$ cat config.mk
export PLATFORM = sky130hd
export DESIGN_NAME = iyrc_merge
export DESIGN_NICKNAME = d
export VERILOG_FILES = /design/src/hw/rtl/iyrc_pkg.sv /design/src/hw/rtl/iyrc_merge.sv
export SDC_FILE = /design/constraint.sdc
export NUM_CORES = 1
export LEC_CHECK = 0
export BUFFER_PORTS_ARGS = -buffer_cell sky130_fd_sc_hd__buf_2
export CAP_MARGIN = 30
export CORE_UTILIZATION = 61
export DETAILED_ROUTE_END_ITERATION = 12
export PLACE_DENSITY = 0.91
export SLEW_MARGIN = 10
export SYNTH_ARGS = -nofsm -noshare
export SYNTH_HDL_FRONTEND = slang
export SYNTH_SLANG_ARGS = --single-unit
$ cat constraint.sdc
create_clock -name vclk -period 8.8
set_clock_uncertainty 0.2 [all_clocks]
set_input_delay 0.44 -clock vclk [all_inputs]
set_output_delay 0.44 -clock vclk [all_outputs]
set_load 0.02 [all_outputs]
$ cat src/hw/rtl/iyrc_pkg.sv
package iyrc_pkg;

    localparam int CAL_SAMPLES    = 500;
    localparam int DETECT_SAMPLES = 200;
    localparam int NUM_AXES       = 3;
    localparam int NUM_REGS       = 4;
    localparam int ADDR_W         = $clog2(4 * NUM_REGS);
    localparam int COUNT_W        = 9;

    localparam logic [15:0] GAIN_RESET = 16'd6554;

    localparam logic [COUNT_W-1:0] CAL_COUNT    = COUNT_W'(CAL_SAMPLES);
    localparam logic [COUNT_W-1:0] DETECT_COUNT = COUNT_W'(DETECT_SAMPLES);

    // The bias is floor((sum*256 + CAL_SAMPLES/2) / CAL_SAMPLES). The quotient is
    // taken as (u * BIAS_RECIP) >> BIAS_SHIFT, which is exact for any u below 2^32.
    localparam int          BIAS_SHIFT = 32 + $clog2(CAL_SAMPLES);
    localparam logic [64:0] BIAS_ONE   = 65'(1) << BIAS_SHIFT;
    localparam logic [32:0] BIAS_RECIP =
        33'((BIAS_ONE + 65'(CAL_SAMPLES - 1)) / 65'(CAL_SAMPLES));
    localparam logic [8:0]  BIAS_HALF  = 9'(CAL_SAMPLES / 2);
    localparam logic [8:0]  BIAS_ROUND = 9'(CAL_SAMPLES - 1);

    typedef enum logic [1:0] {
        REG_ACCEL_GAIN   = 2'd0,
        REG_YAW_AXIS     = 2'd1,
        REG_YAW_NEGATIVE = 2'd2,
        REG_RUN_MODE     = 2'd3
    } t_reg_idx;

    localparam logic [1:0] MODE_NORMAL = 2'd0;
    localparam logic [1:0] MODE_CAL    = 2'd1;
    localparam logic [1:0] MODE_DETECT = 2'd2;

    localparam logic [1:0] AXIS_X = 2'd0;
    localparam logic [1:0] AXIS_Y = 2'd1;
    localparam logic [1:0] AXIS_Z = 2'd2;

    typedef struct packed {
        logic signed [24:0] yaw_rate;
        logic signed [23:0] filt_accel_x;
        logic signed [23:0] filt_accel_y;
        logic signed [23:0] filt_accel_z;
        logic signed [23:0] bias_value;
        logic               calibration_done;
        logic               detect_done;
        logic [1:0]         detected_axis;
    } t_result;

    typedef struct packed {
        logic step;
        logic sum_en;
        logic sum_clr;
    } t_lane_ctl;

    function automatic logic signed [23:0] sat24(input logic signed [33:0] v);
        logic signed [33:0] hi;
        logic signed [33:0] lo;
        hi = 34'sd8388607;
        lo = -34'sd8388608;
        if (v > hi) begin
            return 24'sh7FFFFF;
        end else if (v < lo) begin
            return 24'sh800000;
        end
        return 24'(v);
    endfunction

    function automatic logic signed [24:0] sat25(input logic signed [25:0] v);
        logic signed [25:0] hi;
        logic signed [25:0] lo;
        hi = 26'sd16777215;
        lo = -26'sd16777216;
        if (v > hi) begin
            return 25'sh0FFFFFF;
        end else if (v < lo) begin
            return 25'sh1000000;
        end
        return 25'(v);
    endfunction

endpackage

$ cat src/hw/rtl/iyrc_merge.sv
module iyrc_merge (
    input  logic signed [23:0] i_sum [iyrc_pkg::NUM_AXES],
    output logic [1:0]         o_axis
);

    logic [23:0] w_abs [iyrc_pkg::NUM_AXES];
    logic [23:0] w_best_abs;

    always_comb begin
        for (int i = 0; i < iyrc_pkg::NUM_AXES; i++) begin
            w_abs[i] = i_sum[i][23] ? 24'(-i_sum[i]) : 24'(i_sum[i]);
        end
        // Strict compares, so a tie keeps the lower axis.
        o_axis     = iyrc_pkg::AXIS_X;
        w_best_abs = w_abs[0];
        if (w_abs[1] > w_best_abs) begin
            o_axis     = iyrc_pkg::AXIS_Y;
            w_best_abs = w_abs[1];
        end
        if (w_abs[2] > w_best_abs) begin
            o_axis = iyrc_pkg::AXIS_Z;
        end
    end

endmodule

; After elaboration in Yosys (flattened, before gate mapping)
; Cells that the tools add are included.
[word_totals]
ff_bits = 0
inputBits = 72
wordCells = 11
[classes]
addsub = 3
magnitude_cmp = 2
n_mux = 6
[ops]
columns = cell, count
row1 = $mux W24, 4
row2 = $neg A24 Y24, 3
row3 = $gt A24 B24 Y1, 2
row4 = $mux W2, 1
row5 = $mux W1, 1

; Depth between registers and ports, before layout
; Gate-level depths: netlist of run 1.
[logic_depth]
ltp_word = 6
ltp_mapped = 22
ltp_nobuf = 21

; Worst setup path before layout of run 1
; OpenSTA, ideal clock, no wires.
[synth_path]
path_kind = input to output
from = input port i_sum[24] (netlist bit)
to = output port o_axis[0]
t_arrival_ps = 5124
t_required_ps = 8160
path_slack_ps = 3036
cell_stages = 20
path_cell_list = inv_1 ha_1 or3b_2 or3_1 nand2_1 xnor2_1 ha_1 and3_1 a221oi_1 nor4_1 a211o_1 o21ai_1 buf_2 mux2_2 ha_1 nand4_1 nor4_1 and3_1 nand2_1 a21oi_1
[synth_between]
elab_chain_cells = 6
elab_cells_between_ends = 7
[synth_rtl]
columns = item, line_no
row1 = start: declaration, iyrc_merge.sv:2  ; input logic signed [23:0] i_sum [iyrc_pkg::NUM_AXES],
row2 = $neg A24 Y24, iyrc_merge.sv:11  ; w_abs[i] = i_sum[i][23] ? 24'(-i_sum[i]) : 24'(i_sum[i]);
row3 = $mux W24 (*), iyrc_merge.sv:11
row4 = $gt A24 B24 Y1, iyrc_merge.sv:16  ; if (w_abs[1] > w_best_abs) begin
row5 = $mux W24, iyrc_merge.sv:16
row6 = $gt A24 B24 Y1, iyrc_merge.sv:20  ; if (w_abs[2] > w_best_abs) begin
row7 = $mux W2 (*), iyrc_merge.sv:20
row8 = end: declaration, iyrc_merge.sv:3  ; output logic [1:0] o_axis
; Every way passes the cells marked *; elsewhere a longest branch is shown, timed or not.

; Final worst setup path of run 1
; Ends and elaborated chain as after synthesis.

==> reports/qor.yml, run 1 <==
status: "finished, final reports clean"
syn_area_per_cell_um2: 7.39
critPathBufInv: 5
nClkBuffers: 0
drt-total-wl_um: 6810
post-cts-setup-buffer-count: 0
holdCritPathClass: "input port to output pin"
cap_viol_max_count: 0
worst_slew_pin_slew_ns: 0.655
place_area_um2: 3160
fin_nets: 563
die_width_um: 68.9
startpoint_type: "input port"
crit_family: "compound AO/OA/AOI/OAI gates"
gr-usage-all-layers_pct: 29.0
grt_max_degree: 25
grt_first_pass_wirelength_um: 10700
layout-drive-gt1-share_pct: 20.8
power.total_uw: 255
ir_drop_v: 0.0000453
synth_top_cell_area_share_pct: 23.4
placementRows: 23
core_um2: 4140
ant_nets: 0
hold_viol_final: 0
holdPathStages: 7
die_height_um: 68.9
critPathKind: "input port to output pin"
io-pin-count: 74
viasPerCell: 6.12
netlist_instances: 370
syn_area_um2: 2730
final-seq-area_um2: 0
routedWlPerCell_um: 13.9
dr.pass1.iters: 4
path_common_cell: "ha_1"
drt_iter0_markers: 139
max_slew_margin_pct: 55.9
yosys.area.top_type: "ha_1"
seq_area_frac_synth_pct: 0
cp_num_cells: 24
fmax_ghz: 0.154
areaGrowthSynthToFinish_pct: 15.5
gp_congestion: 0.937
p_leak_uw: 0.00148
postCtsHoldBufs: 0
synth_cell_types: 42
numPortBuffers: 74
crit_chain: "buf_2 -> inv_1 -> ha_1 -> or3b_2 -> or3_1 -> nand2_1 -> xnor2_1 -> ha_1 -> and3_1 -> a221oi_1 -> nor4_1 -> a211o_1 -> o21ai_2 -> buf_6 -> buf_4 -> mux2i_1 -> ha_1 -> nor2b_1 -> o211ai_1 -> a21oi_1 -> o31ai_1 -> nand4_1 -> a21oi_1 -> buf_2"
critPathArrivalTime_ns: 5.84
synthTopCellsByArea: "ha_1, xnor2_1, mux2i_1"
cpPeakStageDelay_ns: 0.51
cts_resized: 0
finalSetupViolations: 0
layout_min_cycle_time_ns: 6.48
crit_fanout: 10
period_share_pct: 73.7
num_vias: 2986
synth_warnings: 0
synth_fp_nets: 493
cp-end-kind: "output pin"
fin_area_um2: 3160
dieArea_um2: 4750
critical_path_required_ns: 8.16
grt_pass1_vias: 2744
start_util_pct: 65.9
antenna_found_initial: 0
route.detailed.drc: 0
seq_cells: 0
critPathSlowestCell: "or3b_2"
power_density_nw_per_um2: 80.7
final_cell_mix: "buf_2, ha_1, xnor2_1, nand2_1, inv_1"
finalSetupTns_ns: 0
antenna_cells: 0
grt-ovfl-total: 0
rsz0062_at_grt: "no"
mostFrequentLayoutCell: "buf_2"
dp_hpwl_um: 5990
slew_violations: 0
path summary, 6_finish.rpt:
path,from,endpoint
setup / recovery,i_sum[24],o_axis[0]
hold / removal,i_sum[7],o_axis[0]
synth_stat cells, types with 3 or more instances:
| cell type | instances |
|---|---|
| o41ai_1 | 5 |
| mux2i_1 | 18 |
| a21boi_0 | 3 |
| clkbuf_1 | 6 |
| ha_1 | 51 |
| a21oi_1 | 19 |
| nand3_1 | 7 |
| inv_1 | 31 |
| nor4_1 | 8 |
| xnor2_1 | 50 |
| xor2_1 | 13 |
| nand4_1 | 10 |
| nand2b_1 | 6 |
| or4_4 | 3 |
| o21ai_0 | 24 |
| nor2_1 | 12 |
| and3_1 | 3 |
| or3_1 | 8 |
| nand2_1 | 32 |
| mux2_2 | 6 |
| or4_1 | 4 |
| o31ai_1 | 23 |
| nor3_1 | 3 |
layer usage:
| metal | global-route usage (%) | vias up | wire length [um] |
|---|---|---|---|
| li1 | - | 1514 | - |
| met1 | 30.9 | 1355 | 2920 |
| met2 | 60.0 | 96 | 3450 |
| met3 | 0.822 | 21 | 254 |
| met4 | 8.93 | 0 | 189 |
| met5 | 0 | - | 0 |
cells by family after synthesis:
| family | after synthesis | share of synthesized area (%) |
|---|---|---|
| compound gates | 88 | 21.1 |
| xor+xnor | 63 | 20.2 |
| fa+ha+maj | 51 | 23.4 |
| buf+inv | 39 | 5.45 |
| mux | 24 | 9.07 |
| simple gates | 105 | 20.9 |
power breakdown:
group	internal, uW	switching, uW
clock	0	0
sequential	0	0
combinational	116	138
through the flow:
stage	setup WS, ns	hold slack [ns]	cells	util (%)
floorplan	3.04	1.21	370	-
global placement	2.24	1.45	487	75.9
detailed placement	2.36	1.45	488	76.1
CTS	2.35	1.45	488	76.1
global route	1.86	1.51	488	76.1
finish	2.32	1.45	488	76.1
layout make-up:
class / instances / area, um^2
well taps: 50 / 62.6
repair buffers: 76 / 389
fillers: 333 / 988
multi-input cells: 331 / 2590
inverters: 31 / 116
Note: power is estimated with default switching activity, not from simulation.
==> inputs of run 2 (changes only) <==
--- a/config.mk
+++ b/config.mk
@@ -7,9 +7,9 @@
 export LEC_CHECK = 0
 export BUFFER_PORTS_ARGS = -buffer_cell sky130_fd_sc_hd__buf_2
 export CAP_MARGIN = 30
-export CORE_UTILIZATION = 61
+export CORE_UTILIZATION = 51
 export DETAILED_ROUTE_END_ITERATION = 12
-export PLACE_DENSITY = 0.91
+export PLACE_DENSITY = 0.81
 export SLEW_MARGIN = 10
 export SYNTH_ARGS = -nofsm -noshare
 export SYNTH_HDL_FRONTEND = slang
==> constraint.sdc (replaced) <==
create_clock -name vclk -period 5.3
set_clock_uncertainty 0.2 [all_clocks]
set_input_delay 0.265 -clock vclk [all_inputs]
set_output_delay 0.265 -clock vclk [all_outputs]
set_load 0.02 [all_outputs]
==> reports/qor.yml, run 2 (synthesized netlist as in run 1, its figures left out) <==
status: "finished with violations"
violations: "negative setup slack"
worst_slack_ns: -0.170
drt_iter0_markers: 130
antenna_found_initial: 0
cp_num_cells: 21
fin_nets: 601
crit_fanout: 7
power_density_nw_per_um2: 147
ant_nets: 0
cpPeakStageDelay_ns: 0.52
grt-ovfl-total: 0
dieArea_um2: 5660
grt_pass1_vias: 3000
final-seq-area_um2: 0
cp-startpoint: "i_sum[26]"
postCtsHoldBufs: 0
layout_min_cycle_time_ns: 5.47
die_height_um: 75.2
startpoint_type: "input port"
die_width_um: 75.2
mostFrequentLayoutCell: "buf_2"
grt_first_pass_wirelength_um: 12400
worst_slew_pin_slew_ns: 0.415
viasPerCell: 5.88
crit_family: "simple AND/OR/NAND/NOR gates"
period_share_pct: 103
placementRows: 26
power.total_uw: 549
antenna_cells: 0
place_area_um2: 3470
numPortBuffers: 74
routedWlPerCell_um: 14.8
drt-total-wl_um: 8100
cap_viol_max_count: 0
crit_end: "o_axis[1]"
start_util_pct: 53.2
hold_start: "i_sum[11]"
num_vias: 3208
cp-end-kind: "output pin"
critical_path_required_ns: 4.84
critPathArrivalTime_ns: 5.01
layout-drive-gt1-share_pct: 33.8
critPathKind: "input port to output pin"
slew_violations: 0
fmax_ghz: 0.183
critPathBufInv: 3
route.detailed.drc: 0
ir_drop_v: 0.0000775
gp_congestion: 0.871
holdCritPathClass: "input port to output pin"
dr.pass1.iters: 7
io-pin-count: 74
nClkBuffers: 0
finalSetupViolations: 2
p_leak_uw: 0.00170
critPathSlowestCell: "or4_4"
hold_viol_final: 0
final_cell_mix: "buf_2, xnor2_1, ha_1, buf_4"
max_slew_margin_pct: 72.1
areaGrowthSynthToFinish_pct: 37.0
rsz0062_at_grt: "yes"
fin_area_um2: 3740
holdPathStages: 7
dp_hpwl_um: 6530
grt_max_degree: 25
seq_cells: 0
core_um2: 5140
crit_chain: "buf_6 -> or4_4 -> or2_4 -> nand3b_1 -> o31ai_2 -> xnor2_1 -> ha_1 -> a21oi_1 -> o221ai_2 -> a211o_1 -> o21ai_2 -> buf_12 -> mux2_4 -> ha_4 -> nand4_1 -> nor4_2 -> and3_1 -> o31ai_2 -> nand4_1 -> and2_4 -> buf_6"
gr-usage-all-layers_pct: 27.6
==> run 2: changes by cell type in the layout (fill, tap and decap cells not counted), moves of 4 or more <==
cell and change:
ha_1 -4, buf_4 +37, ha_4 +4, o31ai_2 +5, o31ai_1 -5
==> run 2: how the worst min path moves through the flow <==
stage,endpoint
global route,o_axis[0]
global placement,o_axis[0]
detailed placement,o_axis[0]
CTS,o_axis[0]
finish,o_axis[0]
floorplan,o_axis[0]
==> run 2: report_power, final <==
part           switching, uW  internal, uW
clock network              0             0
registers                  0             0
logic                    276           274
==> run 2: layout make-up <==
class	count	area, um^2
Multi-Input combinational cell	331	2820
Inverter	31	116
Fill cell	424	1400
Tap cell	70	87.6
Timing Repair Buffer	114	723
==> run 2: stage by stage <==
step                      cells  utilization, %  hold WS [ns]  setup slack (ns)  setup TNS (ns)
after detailed placement    541            67.4          1.10            -0.222          -0.381
final                       546            72.8          1.12            -0.170          -0.337
after global routing        546            72.8          1.16            -0.403          -0.800
after global placement      541            67.4          1.09           -0.0814          -0.150
after CTS                   543            69.4          1.11            0.0182               0
after floorplan             370               -         0.829            0.0485               0
==> run 2: per-layer routing <==
layer / track usage, % / share of wire [%]
met1: 32.2 / 41
met2: 53.8 / 50
met3: 1.34 / 5.6
met4: 8.64 / 3.5
met5: 0 / 0
==> run 2: timing repair <==
item | CTS | global route
setup buffers | 2 | 3
endpoints found under the setup margin | 2 | 2
pin swaps | 10 | 23
gates resized for setup | 15 | 29
==> inputs of run 3 (changes only) <==
--- a/config.mk
+++ b/config.mk
@@ -5,11 +5,14 @@
 export SDC_FILE = /design/constraint.sdc
 export NUM_CORES = 1
 export LEC_CHECK = 0
+export ABC_AREA = 1
 export BUFFER_PORTS_ARGS = -buffer_cell sky130_fd_sc_hd__buf_2
 export CAP_MARGIN = 30
-export CORE_UTILIZATION = 51
+export CORE_UTILIZATION = 53
 export DETAILED_ROUTE_END_ITERATION = 12
+export GPL_TIMING_DRIVEN = 0
 export PLACE_DENSITY = 0.81
+export REMOVE_ABC_BUFFERS = 1
 export SLEW_MARGIN = 10
 export SYNTH_ARGS = -nofsm -noshare
 export SYNTH_HDL_FRONTEND = slang
==> reports/qor.yml, run 3 <==
grt_first_pass_wirelength_um: 16800
gr-usage-all-layers_pct: 27.9
critPathKind: "input port to output pin"
fin_nets: 857
placementRows: 29
hold_ws_ns: 1.11
fillers: 666
synth_top_cell_area_share_pct: 23.8
routedWlPerCell_um: 12.2
numPortBuffers: 74
grt_pass1_vias: 4052
ir_drop_v: 0.0000583
drt-total-wl_um: 9840
synth_warnings: 0
seq_area_frac_synth_pct: 0
crit_fanout: 25
dp_hpwl_um: 8470
worst_slew_pin_slew_ns: 0.565
finalSetupViolations: 0
cp-end-kind: "output pin"
multiInputGateArea_um2: 3130
critPathArrivalTime_ns: 4.41
p_leak_uw: 0.00236
syn_area_per_cell_um2: 5.27
place_area_um2: 3920
start_util_pct: 55.3
power.total_uw: 467
drt_iter0_markers: 240
critical_path_required_ns: 4.84
final-seq-area_um2: 0
antenna_found_initial: 0
core_um2: 6390
die_height_um: 83.6
nClkBuffers: 0
startpoint_type: "input port"
synth_common_cells: "nand2_1, inv_1, nor2_1"
grt-ovfl-total: 0
gp_congestion: 0.928
final_cell_mix: "nand2_1, inv_1, nor2_1, buf_2, nand3_1"
dieArea_um2: 6990
antenna_cells: 0
areaGrowthSynthToFinish_pct: 11.9
synthTopCellsByArea: "nand2_1, ha_1, inv_1"
grt_max_degree: 26
netlist_instances: 670
mostFrequentLayoutCell: "nand2_1"
layout-drive-gt1-share_pct: 12.4
route.detailed.drc: 0
cap_viol_max_count: 0
num_vias: 4326
rsz0062_at_grt: "no"
status: "finished, final reports clean"
fin_area_um2: 3950
hold_viol_final: 0
slew_violations: 0
ant_nets: 0
max_slew_margin_pct: 62.0
period_share_pct: 91.9
viasPerCell: 5.35
yosys.area.top_type: "nand2_1"
syn_area_um2: 3530
synth_cell_types: 35
io-pin-count: 74
holdCritPathClass: "input port to output pin"
die_width_um: 83.6
yosysMostFrequentCell: "nand2_1"
dr.pass1.iters: 5
layout_min_cycle_time_ns: 4.87
fmax_ghz: 0.205
post-cts-setup-buffer-count: 0
seq_cells: 0
power_density_nw_per_um2: 118
finalSetupTns_ns: 0
==> run 3: cell types whose count changed after synthesis, sizes merged, moves of 8 or more <==
cell,previous run,this run
nand3,7,56
or3,10,0
nand3b,1,11
mux2i,18,0
o21ai,25,17
nor2,12,98
o31ai,23,1
inv,31,92
xor2,13,36
xnor2,50,10
nand2,32,227
==> run 3: worst paths after layout <==
kind | start | end | slack, ns | cells after the start
hold / removal | i_sum[48] | o_axis[1] | 1.11 | 8
setup / recovery | i_sum[48] | o_axis[0] | 0.43 | 27
==> run 3: cell type report <==
| class | instances | share of cell area (%) |
|---|---|---|
| Inverter | 93 | 8.84 |
| Timing Repair Buffer | 74 | 9.38 |
| Tap cell | 77 | 2.44 |
| Multi-Input combinational cell | 565 | 79.3 |
==> run 3: kinds of logic (layout without fill, tap and decap cells) <==
group	count (synthesis)	after routing	share of synthesized area, %
compound gates	53	53	8.19
xor+xnor	46	46	11.4
simple gates	414	415	50.2
buf+inv	106	167	12.1
fa+ha+maj	51	51	18.1
==> run 3: routing by layer <==
metal	wire length, um	global-route usage, %
met1	4230	34.2
met2	4630	50.0
met3	631	2.77
met4	353	10.0
met5	0	0
==> run 3: what timing repair did <==
| item | 4_1_cts | 5_1_grt |
|---|---|---|
| resized for setup | 0 | 3 |
| hold buffers | 0 | 0 |
| endpoints found under the setup margin | 0 | 2 |
==> run 3: worst max-delay path: stages <==
cell and delay (ns):
buf_2 0.12, inv_1 0.14, ha_1 0.17, inv_1 0.05, nor2_1 0.11, nand3_1 0.11, nand2_1 0.15, nand3_1 0.13
nor2_1 0.18, xor2_1 0.24, ha_1 0.27, nand2_1 0.07, o21ai_0 0.10, a21oi_1 0.41, nand3_4 0.28, nand2_8 0.24
nand2_1 0.08, nand2_1 0.10, ha_1 0.26, a21oi_1 0.17, o21ai_0 0.12, a21oi_1 0.15, nand2_1 0.08, nor2_1 0.09
nor2_1 0.07, nor2_2 0.07, buf_2 0.16
==> run 3: metrics by stage <==
stage	util (%)	setup slack (ns)	std cells
floorplan	-	1.01	657
global placement	61.4	0.314	808
detailed placement	61.4	0.192	808
CTS	61.4	0.184	808
global route	61.9	0.0354	809
finish	61.9	0.430	809
==> run 3: where the power goes <==
group	internal [uW]	switching [uW]	leakage [uW]
sequential	0	0	0
clock	0	0	0
combinational	177	291	0.00236
