File: src/hw/rtl/iyrc_pkg.sv
package iyrc_pkg;

    localparam int CAL_SAMPLES    = 500;
    localparam int DETECT_SAMPLES = 200;
    localparam int NUM_AXES       = 3;
    localparam int NUM_REGS       = 4;
    localparam int ADDR_W         = $clog2(4 * NUM_REGS);
    localparam int COUNT_W        = 9;

    localparam logic [15:0] GAIN_RESET = 16'd6554;

    localparam logic [COUNT_W-1:0] CAL_COUNT    = COUNT_W'(CAL_SAMPLES);
    localparam logic [COUNT_W-1:0] DETECT_COUNT = COUNT_W'(DETECT_SAMPLES);

    // The bias is floor((sum*256 + CAL_SAMPLES/2) / CAL_SAMPLES). The quotient is
    // taken as (u * BIAS_RECIP) >> BIAS_SHIFT, which is exact for any u below 2^32.
    localparam int          BIAS_SHIFT = 32 + $clog2(CAL_SAMPLES);
    localparam logic [64:0] BIAS_ONE   = 65'(1) << BIAS_SHIFT;
    localparam logic [32:0] BIAS_RECIP =
        33'((BIAS_ONE + 65'(CAL_SAMPLES - 1)) / 65'(CAL_SAMPLES));
    localparam logic [8:0]  BIAS_HALF  = 9'(CAL_SAMPLES / 2);
    localparam logic [8:0]  BIAS_ROUND = 9'(CAL_SAMPLES - 1);

    typedef enum logic [1:0] {
        REG_ACCEL_GAIN   = 2'd0,
        REG_YAW_AXIS     = 2'd1,
        REG_YAW_NEGATIVE = 2'd2,
        REG_RUN_MODE     = 2'd3
    } t_reg_idx;

    localparam logic [1:0] MODE_NORMAL = 2'd0;
    localparam logic [1:0] MODE_CAL    = 2'd1;
    localparam logic [1:0] MODE_DETECT = 2'd2;

    localparam logic [1:0] AXIS_X = 2'd0;
    localparam logic [1:0] AXIS_Y = 2'd1;
    localparam logic [1:0] AXIS_Z = 2'd2;

    typedef struct packed {
        logic signed [24:0] yaw_rate;
        logic signed [23:0] filt_accel_x;
        logic signed [23:0] filt_accel_y;
        logic signed [23:0] filt_accel_z;
        logic signed [23:0] bias_value;
        logic               calibration_done;
        logic               detect_done;
        logic [1:0]         detected_axis;
    } t_result;

    typedef struct packed {
        logic step;
        logic sum_en;
        logic sum_clr;
    } t_lane_ctl;

    function automatic logic signed [23:0] sat24(input logic signed [33:0] v);
        logic signed [33:0] hi;
        logic signed [33:0] lo;
        hi = 34'sd8388607;
        lo = -34'sd8388608;
        if (v > hi) begin
            return 24'sh7FFFFF;
        end else if (v < lo) begin
            return 24'sh800000;
        end
        return 24'(v);
    endfunction

    function automatic logic signed [24:0] sat25(input logic signed [25:0] v);
        logic signed [25:0] hi;
        logic signed [25:0] lo;
        hi = 26'sd16777215;
        lo = -26'sd16777216;
        if (v > hi) begin
            return 25'sh0FFFFFF;
        end else if (v < lo) begin
            return 25'sh1000000;
        end
        return 25'(v);
    endfunction

endpackage

File: src/hw/rtl/iyrc_out_buf.sv
module iyrc_out_buf (
    input  logic                i_clk,
    input  logic                i_rst_n,
    input  logic                i_push,
    input  iyrc_pkg::t_result   i_data,
    input  logic                i_pop,
    output logic                o_valid,
    output logic                o_full,
    output iyrc_pkg::t_result   o_data
);

    iyrc_pkg::t_result r_mem [2];
    logic              r_wr_ptr;
    logic              r_rd_ptr;
    logic [1:0]        r_count;
    logic [1:0]        n_count;

    assign o_valid = (r_count != 2'd0);
    assign o_full  = (r_count == 2'd2);
    assign o_data  = r_mem[r_rd_ptr];

    always_comb begin
        n_count = r_count;
        if (i_push && !i_pop) begin
            n_count = r_count + 2'd1;
        end else if (!i_push && i_pop) begin
            n_count = r_count - 2'd1;
        end
    end

    always_ff @(posedge i_clk) begin
        if (i_push) begin
            r_mem[r_wr_ptr] <= i_data;
        end
    end

    always_ff @(posedge i_clk) begin
        if (!i_rst_n) begin
            r_wr_ptr <= 1'b0;
            r_rd_ptr <= 1'b0;
            r_count  <= 2'd0;
        end else begin
            if (i_push) begin
                r_wr_ptr <= ~r_wr_ptr;
            end
            if (i_pop) begin
                r_rd_ptr <= ~r_rd_ptr;
            end
            r_count <= n_count;
        end
    end

endmodule

File: config.mk
export PLATFORM = sky130hd
export DESIGN_NAME = iyrc_out_buf
export DESIGN_NICKNAME = d
export VERILOG_FILES = /design/src/hw/rtl/iyrc_pkg.sv /design/src/hw/rtl/iyrc_out_buf.sv
export SDC_FILE = /design/constraint.sdc
export NUM_CORES = 1
export LEC_CHECK = 0
export BUFFER_PORTS_ARGS = -buffer_cell sky130_fd_sc_hd__buf_4
export CELL_PAD_IN_SITES_DETAIL_PLACEMENT = 2
export CELL_PAD_IN_SITES_GLOBAL_PLACEMENT = 2
export CORE_MARGIN = 2
export CORE_UTILIZATION = 38
export DETAILED_ROUTE_END_ITERATION = 6
export PLACE_DENSITY_LB_ADDON = 0.2
export SYNTH_ARGS = -nofsm -noshare
export SYNTH_HDL_FRONTEND = slang
export SYNTH_SLANG_ARGS = --single-unit
File: constraint.sdc
create_clock -name i_clk -period 11.5 [get_ports i_clk]
set_input_delay 3.45 -clock i_clk [delete_from_list [all_inputs] [get_ports i_clk]]
set_output_delay 3.45 -clock i_clk [all_outputs]
set_load 0.01 [all_outputs]
After elaboration in Yosys (flattened, before gate mapping)
Memories as Yosys holds them, arrays and structs flattened. A register that Yosys moved wholly into a read port is not among the register bits.
Index checks and enable logic that the tools add are counted.
W data, S select, Z words.
- memories kept: 1
- register bits after elaboration: 4
- input port bits: 129
- RAM bits: 250
- muxes and demuxes: 6
- reduce and logical (&&, ||, !) cells: 6
- bitwise logic cells: 2
- $add $sub $neg: 2
- equal/unequal tests: 1
- memory list (memory ; words ; bits a word ; read ports ; clocked after memory_dff ; write ports ; line ; RTL):
    r_mem ; 2 ; 125 ; 1 ; 1 ; 1 ; iyrc_out_buf.sv:12 ; iyrc_pkg::t_result r_mem [2];
- operators with widths (cell ; count):
    $mux W1 ; 4
    $mux W2 ; 2
    $reduce_bool A2 Y1 ; 2
    $add A2 B1 Y2 const B ; 1
    $eq A2 B2 Y1 const B ; 1
    $logic_and A1 B1 Y1 ; 2
    $logic_not A1 Y1 ; 2
    $not A1 Y1 ; 2
    $sub A2 B1 Y2 const B ; 1

Longest topological paths before layout
Gate-level depths: netlist (run 1).
- depth in word-level cells: 4
- depth in mapped cells: 5
- depth with buffers taken out: 5

Worst setup path before layout (run 1)
No wires, ideal clock.
- path kind: input -> register
- start point: input port i_push
- end point: memory r_mem[0][0] in the netlist's numbering, enable pin
- path slack: 1.973 ns
- stages on the path: 1
- arrival: 8.901 ns
- required time: 10.874 ns
- library setup time: 0.626 ns
- cell sequence: nor2b_1
- cells in the longest elaborated chain, start to end: 2
- RTL lines (what ; line ; RTL):
    start, declared ; iyrc_out_buf.sv:4 ; input logic i_push,
    $mux W1 ; iyrc_out_buf.sv:32 ; if (i_push) begin
    $mux W1 (not written as such) ; iyrc_out_buf.sv:33 ; r_mem[r_wr_ptr] <= i_data;
    end, declared ; iyrc_out_buf.sv:12 ;
No other way between the ends.

==> results of run 1 <==
-- layout by cell type (no fill, tap or decap) --
cell type	synthesis	final
ha_1	1	1
and2b_1	1	1
xor2_1	2	2
dfxtp_1	5	4
o21ai_0	1	1
bufinv_16	0	1
o21a_1	1	1
buf_4	0	259
inv_1	1	1
mux2_4	50	50
clkbuf_1	0	9
clkbuf_16	0	29
or3_1	1	1
and2_4	0	1
or2_2	1	1
nor2b_1	2	1
xnor2_1	1	1
mux2_2	75	75
clkinv_2	0	6
edfxtp_1	250	250
a21boi_0	1	1
clkinv_1	0	7
and2_1	4	3
dfxtp_4	0	1
nor2b_4	0	1
-- flip-flops by register name, indices dropped and copies added (netlist names), named ones only --
register,count
r_wr_ptr,1
r_count,2
r_rd_ptr,1
r_mem,250
-- through the flow --
step / util [%] / cell area (um^2) / power, mW
final: 51.5 / 12500 / 2.18
after global routing: 51.5 / 12500 / 2.26
after CTS: 51.5 / 12500 / 2.21
after detailed placement: 48.1 / 11700 / 1.38
after global placement: 48.1 / 11700 / 1.36
after floorplan: - / 9440 / 1.24
-- final timing paths --
check / start / endpoint / slack, ns / cells past startpoint
max: register / o_data[10] / 4.97 / 3
min reg2reg: r_count[1] / r_count[1] / 0.55 / 2
max reg2reg: r_wr_ptr / r_mem[1][40] / 9.08 / 2
min: r_count[1] / r_count[1] / 0.55 / 2
-- power groups by stage --
stage               Combinational, mW  Sequential (mW)  Clock, mW
detailed placement              0.258             1.12          0
CTS                             0.261             1.10      0.853
global placement                0.249             1.11          0
global route                    0.273             1.10      0.884
floorplan                       0.134             1.11          0
finish                          0.254             1.10      0.830
-- layout make-up --
type	instances	area (um^2)	area share, %
well taps	324	405	3.23
flip-flops and latches	255	7610	60.7
repair buffers	259	1940	15.5
clock buffers	38	759	6.06
clock inverters	14	86.3	0.689
inverters	1	3.75	0.0300
multi-input cells	141	1720	13.7
-- worst reg2reg max path, delay by kind of cell (launching register included) --
kind	cells	cell delay [ns]
and+or+nand+nor	1	0.61
buffers and inverters	1	0.94
DFF	1	0.39
-- routing by layer --
layer	wire length [um]	share of wire [%]	global-route usage (%)
met3	1870	8.3	5.21
met5	0	0	0
met1	8570	38	20.0
met4	478	2.1	4.14
met2	11700	52	30.4
-- kinds of logic after synthesis --
logic type	after synthesis
buffers and inverters	15
DFF	255
and+or+nand+nor	9
muxes	125
AOI/OAI and AO/OA	3
xor gates and xnor gates	3
adders and majority gates	1
==> run metrics, run 1 <==
most frequent cell after synthesis=edfxtp_1; Synth top cells by count=edfxtp_1, mux2_2, mux2_4, buf_2, buf_6; # setup viols final=0; total CTS buffers=28; P per Cell Area=174 nW/um^2; clk buf depth=3; critical path fanouts, max=72; full die area=26100 um^2; area grow syn2layout=32.8%; post-layout min period=6.53 ns; leakage power=4.77 nW; Synth Instances=411; I/O Buffers=255; Die Ht=162 um; H-tree depth=1; worst min-delay path class=register to register; Worst path max stage delay=0.94 ns; critical path type=register to output pin; number of fill cells in the layout=2142; max_cap viols=0; Max Slew Vio Count=0; sequential-to-total area share from yosys stat=80.6%; worst-margin pin slew=1.13 ns; Worst Path Buf+Inv=2; final worst setup slack=4.97 ns; TritonRoute pass-1 iters=4; Mapped Nets=541; pre-CTS setup slack=5.44 ns; DRC errors left=0; Syn. warnings=0; Rel. slew slack=24.6%; crit-path cells=buf_4 -> mux2_2 -> buf_4; post-detail-place hpwl=14800 um; # IOs=256; RSZ-0062 raised after global routing=false; fin cells=1032; cell internal pwr=1.70 mW; CP endpoint kind=output pin; count of different cell masters after synthesis=18; vias=4828; Final Hold Vio Count=0; vias in the first global route=5517; outcome=finished clean; clock-pin transition on the worst setup and hold timing paths=0.06 ns; fraction of layout cells with a size suffix above 1=59.9%; VDD IR max=0.144 mV; sw power=483 uW; Ant. Diodes=0; fmax=153 MHz; post-cts hold buffer count=0; complex-gate fraction of the synthesized area=0.212%; post-CTS sizing=0; Clk pwr share=38.0%; EDFF count, synth=250; largest family of logic cells by synthesized area=multiplexers; most used flip-flop cell after synthesis=edfxtp_1; Post-Place Cells=980; largest net degree at the start of global routing=82; GRT Residual Overflow=0; Via density=4.68; post-synthesis simple-gate area fraction=0.610%; initial antenna violation count=0; Hold Slack=0.547 ns; first-pass GRT wire length=33600 um; crit path max-delay cell type=dfxtp_4; top cells by area, synth=edfxtp_1, mux2_2, mux2_4, dfxtp_1, buf_6; postcts setup bufs=0; Sw Ratio=22.1%; Worst Skew=0.0108 ns; 1st-iter DRT viols=249; sequential power share=50.3%; async set or reset register ratio after synthesis=0%; WP data required=8.05 ns; critical path's top delay family=buffers and inverters; Placeable Area=24300 um^2; root buf cell=clkbuf_16; final WL=22600 um; chip width=162 um; cell mode on critical path=buf_4; largest area contributor in the netlist=edfxtp_1; #FFs+latches synth=255; XOR/XNOR Fraction of Synth Area=0.278%; Placer Congestion=0.737; clock sink count=255; critical path data arrival time=3.08 ns; fin crit share=56.8%; adder-cell share of the synthesized area=0.133%; top-area cell type share of the netlist area=79.6%; Sum Neg Setup Slack=0 ns; Mean Syn Cell Area=23.0 um^2; TritonCTS clock tree=yes; FP Rows=57; Clock Latency Late Sink=0.54 ns; Startpoint Class=register; Routed wire per std cell=21.9 um; post-route ant nets=0; GR Util All Layers=17.0%; Synth Cell Area=9440 um^2; Combinational Power Share=11.6%; multiplexer share of the synthesized area=16.9%; Initial Util=38.8%; Final nets=816
No activity file was read; power rests on OpenSTA's default activity.
==> inputs of run 2 (changes only) <==
Clock period 11.5 ns to 6.5 ns, I/O delays scaled along.
==> run 2 against run 1 <==
Effect of this change: sequential share of layout area fell by 0.43 points; largest cell class unchanged; critical path type unchanged; highest routed layer unchanged; power rose by 81%; setup slack got worse by 3.0 ns.
==> run metrics, run 2 (synthesized netlist as in run 1, its figures left out) <==
VDD IR max=0.300 mV (+110%); Clk pwr share=39.2% (+1.2 points); critical path's top delay family=flip-flops; clock-pin transition on the worst setup and hold timing paths=0.06 ns (about the same); clock sink count=255 (unchanged); FP Rows=57 (unchanged); Final nets=818 (+0.25%); fraction of layout cells with a size suffix above 1=60.6% (+0.73 points); most common cell after layout, fill and taps aside=buf_4; Hold Slack=0.569 ns (+0.0225 ns); WP data required=4.55 ns (-3.50 ns); Worst Skew=0.0113 ns (+0.000507 ns); clk buf depth=3 (unchanged); Routed wire per std cell=22.3 um (+2.0%); Sum Neg Setup Slack=0 ns (unchanged); number of fill cells in the layout=2144 (+0.093%); fmax=222 MHz; Placeable Area=24300 um^2 (unchanged); worst min-delay path class=register to register; full die area=26100 um^2 (unchanged); Startpoint Class=register; crit path max-delay cell type=dfxtp_4; Placer Congestion=0.691 (-6.2%); vias in the first global route=5690 (+3.1%); # setup viols final=0 (unchanged); TritonRoute pass-1 iters=4 (unchanged); critical path data arrival time=2.56 ns (-0.52 ns); H-tree depth=1 (unchanged); worst-margin pin slew=1.13 ns (-0.00357 ns); Final Total Pwr=3.95 mW (+81%); largest net degree at the start of global routing=79 (-3.7%); post-cts hold buffer count=0 (unchanged); GR Util All Layers=17.5% (+0.52 points); Initial Util=38.8% (unchanged); Worst path max stage delay=0.91 ns (-0.03 ns); initial antenna violation count=2 (+2); postcts setup bufs=0 (unchanged); TritonCTS clock tree=yes; Reg with most FFs=r_mem; critical path fanouts, max=69 (-4.2%); CP endpoint kind=output pin; cell internal pwr=3.07 mW (+81%); Final Hold Vio Count=0 (unchanged); area grow syn2layout=33.7%; total CTS buffers=29 (+3.6%); post-detail-place hpwl=15500 um (+4.7%); Clock Latency Late Sink=0.53 ns (about the same); Worst Path Buf+Inv=2 (unchanged); root buf cell=clkbuf_16; max_cap viols=0 (unchanged); Rel. slew slack=24.9% (+0.24 points); biggest regs=r_mem (250), r_count (2); post-route ant nets=0 (unchanged); highest-count cells in the layout ignoring fill and taps=buf_4, edfxtp_1, mux2_2; sequential power share=49.3% (-1.0 points); P per Cell Area=313 nW/um^2 (+79%); Max Slew Vio Count=0 (unchanged); first-pass GRT wire length=34400 um (+2.6%); DRC errors left=0 (unchanged); FF+latch area=7610 um^2 (unchanged); # IOs=256 (unchanged); post-layout min period=4.51 ns; post-CTS sizing=0 (unchanged); vias=4851 (+0.48%); Core Util, Final=51.9% (+0.37 points); I/O Buffers=255 (unchanged); Die Ht=162 um (unchanged); Multi-input gate area=1720 um^2 (unchanged); max reg flops=250 (unchanged); Reg-to-Reg Start=r_wr_ptr; 1st-iter DRT viols=208 (-16%); fin crit share=69.4%; RSZ-0062 raised after global routing=false; chip width=162 um (unchanged); worst hold start=r_count[1]; final WL=23200 um (+2.5%); Post-Place Cells=981 (+0.10%); sw power=872 uW (+80%); outcome=finished clean; Via density=4.68 (about the same); GRT Residual Overflow=0 (unchanged); Sw Ratio=22.1% (-0.029 points); leakage power=4.81 nW (+0.87%); fin cells=1037 (+0.48%); critical path type=register to output pin; Combinational Power Share=11.5% (about the same); crit-path cells=buf_12 -> mux2_2 -> buf_4
-- run 2: layout make-up --
type	instances	share of cell area, %
clock buffers	36	6.12
flip-flops and latches	255	60.3
multi-input cells	141	13.6
clock inverters	18	1.09
inverters	1	0.0297
diodes	2	0.0397
repair buffers	260	15.6
well taps	324	3.21
-- run 2: final timing paths --
path	to	slack, ns	cells past startpoint
setup / recovery	o_data[1]	1.99	3
hold / removal	r_count[1]	0.57	2
setup reg to reg	r_mem[1][87]	4.31	2
hold reg to reg	r_count[1]	0.57	2
-- run 2: per-layer routing --
metal	track usage, %	part of all wire (%)	vias up
li1	-	-	2187
met4	3.94	1.7	0
met2	32.2	53	193
met3	5.86	8.1	30
met1	19.7	37	2441
met5	0	0	-
-- run 2: worst register-to-register path, cell delays in order (launching register included) --
cell and delay, ns:
dfxtp_1 0.39, and2_4 0.82, buf_4 0.60
-- run 2: power by group through the flow --
stage,combinational [mW],sequential (mW),clock (mW)
5_1_grt,0.485,1.95,1.65
6_report,0.455,1.94,1.55
3_5_place_dp,0.462,1.98,0
4_1_cts,0.465,1.95,1.59
2_1_floorplan,0.236,1.96,0
3_3_place_gp,0.445,1.97,0
-- run 2: stage by stage --
| step | cell area (um^2) | worst slack [ns] |
|---|---|---|
| finish | 12600 | 1.99 |
| detailed placement | 11700 | 2.50 |
| global placement | 11700 | 2.54 |
| global route | 12600 | 1.84 |
| floorplan | 9440 | 0.834 |
| CTS | 12600 | 1.93 |
==> inputs of run 3 (changes only) <==
Settings changed: ABC_AREA from default to 1, CORE_UTILIZATION 38 to 34.
Clock period 6.5 ns to 3.6 ns, I/O delays scaled along.
==> run 3 against run 2 <==
Effect of this change: non-clock buffer count grew 1; utilization is 5.6 points lower; sequential power rose by 79%; setup slack got worse by 1.5 ns.
==> run metrics, run 3 <==
outcome=finished clean; 1st-iter DRT viols=226 (+8.7%); Post-Place Cells=1049 (+6.9%); GRT Residual Overflow=0 (unchanged); most used flip-flop cell after synthesis=edfxtp_1; area post-placement=11800 um^2 (+1.1%); full die area=29100 um^2 (+12%); worst-margin pin slew=0.635 ns (-0.492 ns); Mapped Nets=554 (+2.4%); top cells by area, synth=edfxtp_1, mux2_2, mux2_4, dfxtp_1, buf_6; sequential power share=49.5% (+0.2 points); EDFF count, synth=250 (unchanged); first-pass GRT wire length=32000 um (-7.2%); worst min-delay path class=register to register; total CTS buffers=28 (-3.4%); H-tree depth=1 (unchanged); Ant. Diodes=0 (-2); Sum Neg Setup Slack=0 ns (unchanged); RSZ-0062 raised after global routing=false; Combinational Power Share=10.8% (-0.7 points); TritonCTS clock tree=yes; Synth top cells by count=edfxtp_1, mux2_2, mux2_4, nand2_1; max reg flops=250 (unchanged); CP endpoint kind=output pin; pre-CTS setup slack=1.06 ns (-1.44 ns); postcts setup bufs=0 (unchanged); clock sink count=255 (unchanged); Multi-input gate area=1700 um^2 (-1.2%); Final Total Pwr=7.04 mW (+78%); post-CTS sizing=0 (unchanged); largest area contributor in the netlist=edfxtp_1; Worst path max stage delay=0.44 ns (-0.47 ns); Worst Skew=0.00643 ns (-0.00486 ns); DRC errors left=0 (unchanged); vias=4831 (-0.41%); post-layout min period=3.10 ns; crit path max-delay cell type=mux2_2; # IOs=256 (unchanged); highest-count cells in the layout ignoring fill and taps=buf_4, edfxtp_1, mux2_2; async set or reset register ratio after synthesis=0% (unchanged); chip width=171 um (+5.6%); Rel. slew slack=57.7% (+33 points); sequential-to-total area share from yosys stat=80.6% (about the same); fmax=323 MHz; Sw Ratio=21.5% (-0.59 points); #FFs+latches synth=255 (unchanged); count of different cell masters after synthesis=14 (-4); clock-pin transition on the worst setup and hold timing paths=0.06 ns (about the same); critical path data arrival time=2.02 ns (-0.54 ns); Synth Cell Area=9440 um^2 (about the same); Clock Latency Late Sink=0.53 ns (about the same); crit-path cells=buf_12 -> mux2_2 -> buf_4; Finished Cell Area=12700 um^2 (+0.96%); TritonRoute pass-1 iters=4 (unchanged); Startpoint Class=register; Clk pwr share=39.7% (+0.5 points); Die Ht=171 um (+5.6%); most common cell after layout, fill and taps aside=buf_4; FP Rows=61 (+7.0%); Hold Slack=0.519 ns (-0.0507 ns); Final nets=831 (+1.6%); root buf cell=clkbuf_16; Core Util, Final=46.2% (-5.6 points); Reg with most FFs=r_mem; Placer Congestion=0.718 (+3.9%); Via density=4.39 (-6.2%); critical path type=register to output pin; sw power=1.51 mW (+74%); top-area cell type share of the netlist area=79.5% (about the same); post-detail-place hpwl=14600 um (-6.1%); VDD IR max=0.357 mV (+19%); WP data required=2.52 ns (-2.03 ns); largest net degree at the start of global routing=88 (+11%); initial antenna violation count=0 (-2); area grow syn2layout=34.9%; final WL=21800 um (-6.1%); post-route ant nets=0 (unchanged); fraction of layout cells with a size suffix above 1=59.2% (-1.4 points); post-cts hold buffer count=0 (unchanged); Mean Syn Cell Area=22.3 um^2 (-3.0%); fin crit share=86.1%; biggest regs=r_mem (250), r_count (2); FF+latch area=7610 um^2 (unchanged); P per Cell Area=552 nW/um^2 (+77%); Max Slew Vio Count=0 (unchanged); Placeable Area=27600 um^2 (+13%); leakage power=4.85 nW (+0.80%); cell internal pwr=5.52 mW (+80%); Final Hold Vio Count=0 (unchanged); # setup viols final=0 (unchanged); Routed wire per std cell=19.8 um (-12%); GR Util All Layers=14.4% (-3.1 points); final worst setup slack=0.501 ns (-1.49 ns); Initial Util=34.3% (-4.5 points); most frequent cell after synthesis=edfxtp_1; clk buf depth=3 (unchanged); number of fill cells in the layout=2533 (+18%); I/O Buffers=255 (unchanged); max_cap viols=0 (unchanged); vias in the first global route=5438 (-4.4%); Syn. warnings=0 (unchanged); fin cells=1101 (+6.2%); critical path fanouts, max=87 (+26%); Synth Instances=424 (+3.2%)
run 3: cell count changes after synthesis, sizes merged, moves of 2 or more:
cell | before | now
and2 | 4 | 0
inv | 1 | 8
nand2 | 0 | 9
nor2 | 0 | 8
nor2b | 2 | 0
xor2 | 2 | 0
run 3: area by class of cell:
type / instances / area share [%]
clock buffer: 33 / 5.81
clock inverter: 19 / 1.27
inverter: 8 / 0.265
multi-input combinational: 147 / 13.3
sequential: 255 / 59.7
tap: 378 / 3.71
timing repair buffer: 261 / 15.9
run 3: cell families after synthesis:
| group | synth area share, % |
|---|---|
| buffers and inverters | 1.52 |
| adder cells (fa/ha/maj) | 0.132 |
| AND/OR/NAND/NOR | 0.795 |
| AO/OA/AOI/OAI | 0.106 |
| multiplexers | 16.9 |
| flip-flops | 80.6 |
run 3: metal layers:
| layer | part of all wire [%] | vias to the layer above | track usage (%) |
|---|---|---|---|
| met5 | 0 | - | 0 |
| met3 | 10 | 27 | 5.64 |
| met4 | 1.5 | 0 | 3.31 |
| met2 | 49 | 191 | 24.8 |
| met1 | 39 | 2394 | 17.1 |
| li1 | - | 2219 | - |
run 3: critical path: cells and delay by family (launching register included):
family	cells	cell delay (ns)
mux	1	0.44
flops	1	0.36
buf+inv	2	0.54
run 3: path summary, 6_finish.rpt:
check / from / endpoint / slack [ns] / cells after the start
max: register / o_data[62] / 0.50 / 3
min: r_rd_ptr / r_rd_ptr / 0.52 / 2
max reg2reg: r_wr_ptr / r_mem[1][88] / 2.19 / 3
min reg2reg: r_rd_ptr / r_rd_ptr / 0.52 / 2
run 3: power groups by stage:
stage / Combinational [mW] / Sequential, mW / Clock, mW
floorplan: 0.370 / 3.53 / 0
global route: 0.823 / 3.50 / 2.98
finish: 0.763 / 3.48 / 2.79
detailed placement: 0.779 / 3.55 / 0
global placement: 0.753 / 3.53 / 0
CTS: 0.783 / 3.48 / 2.88
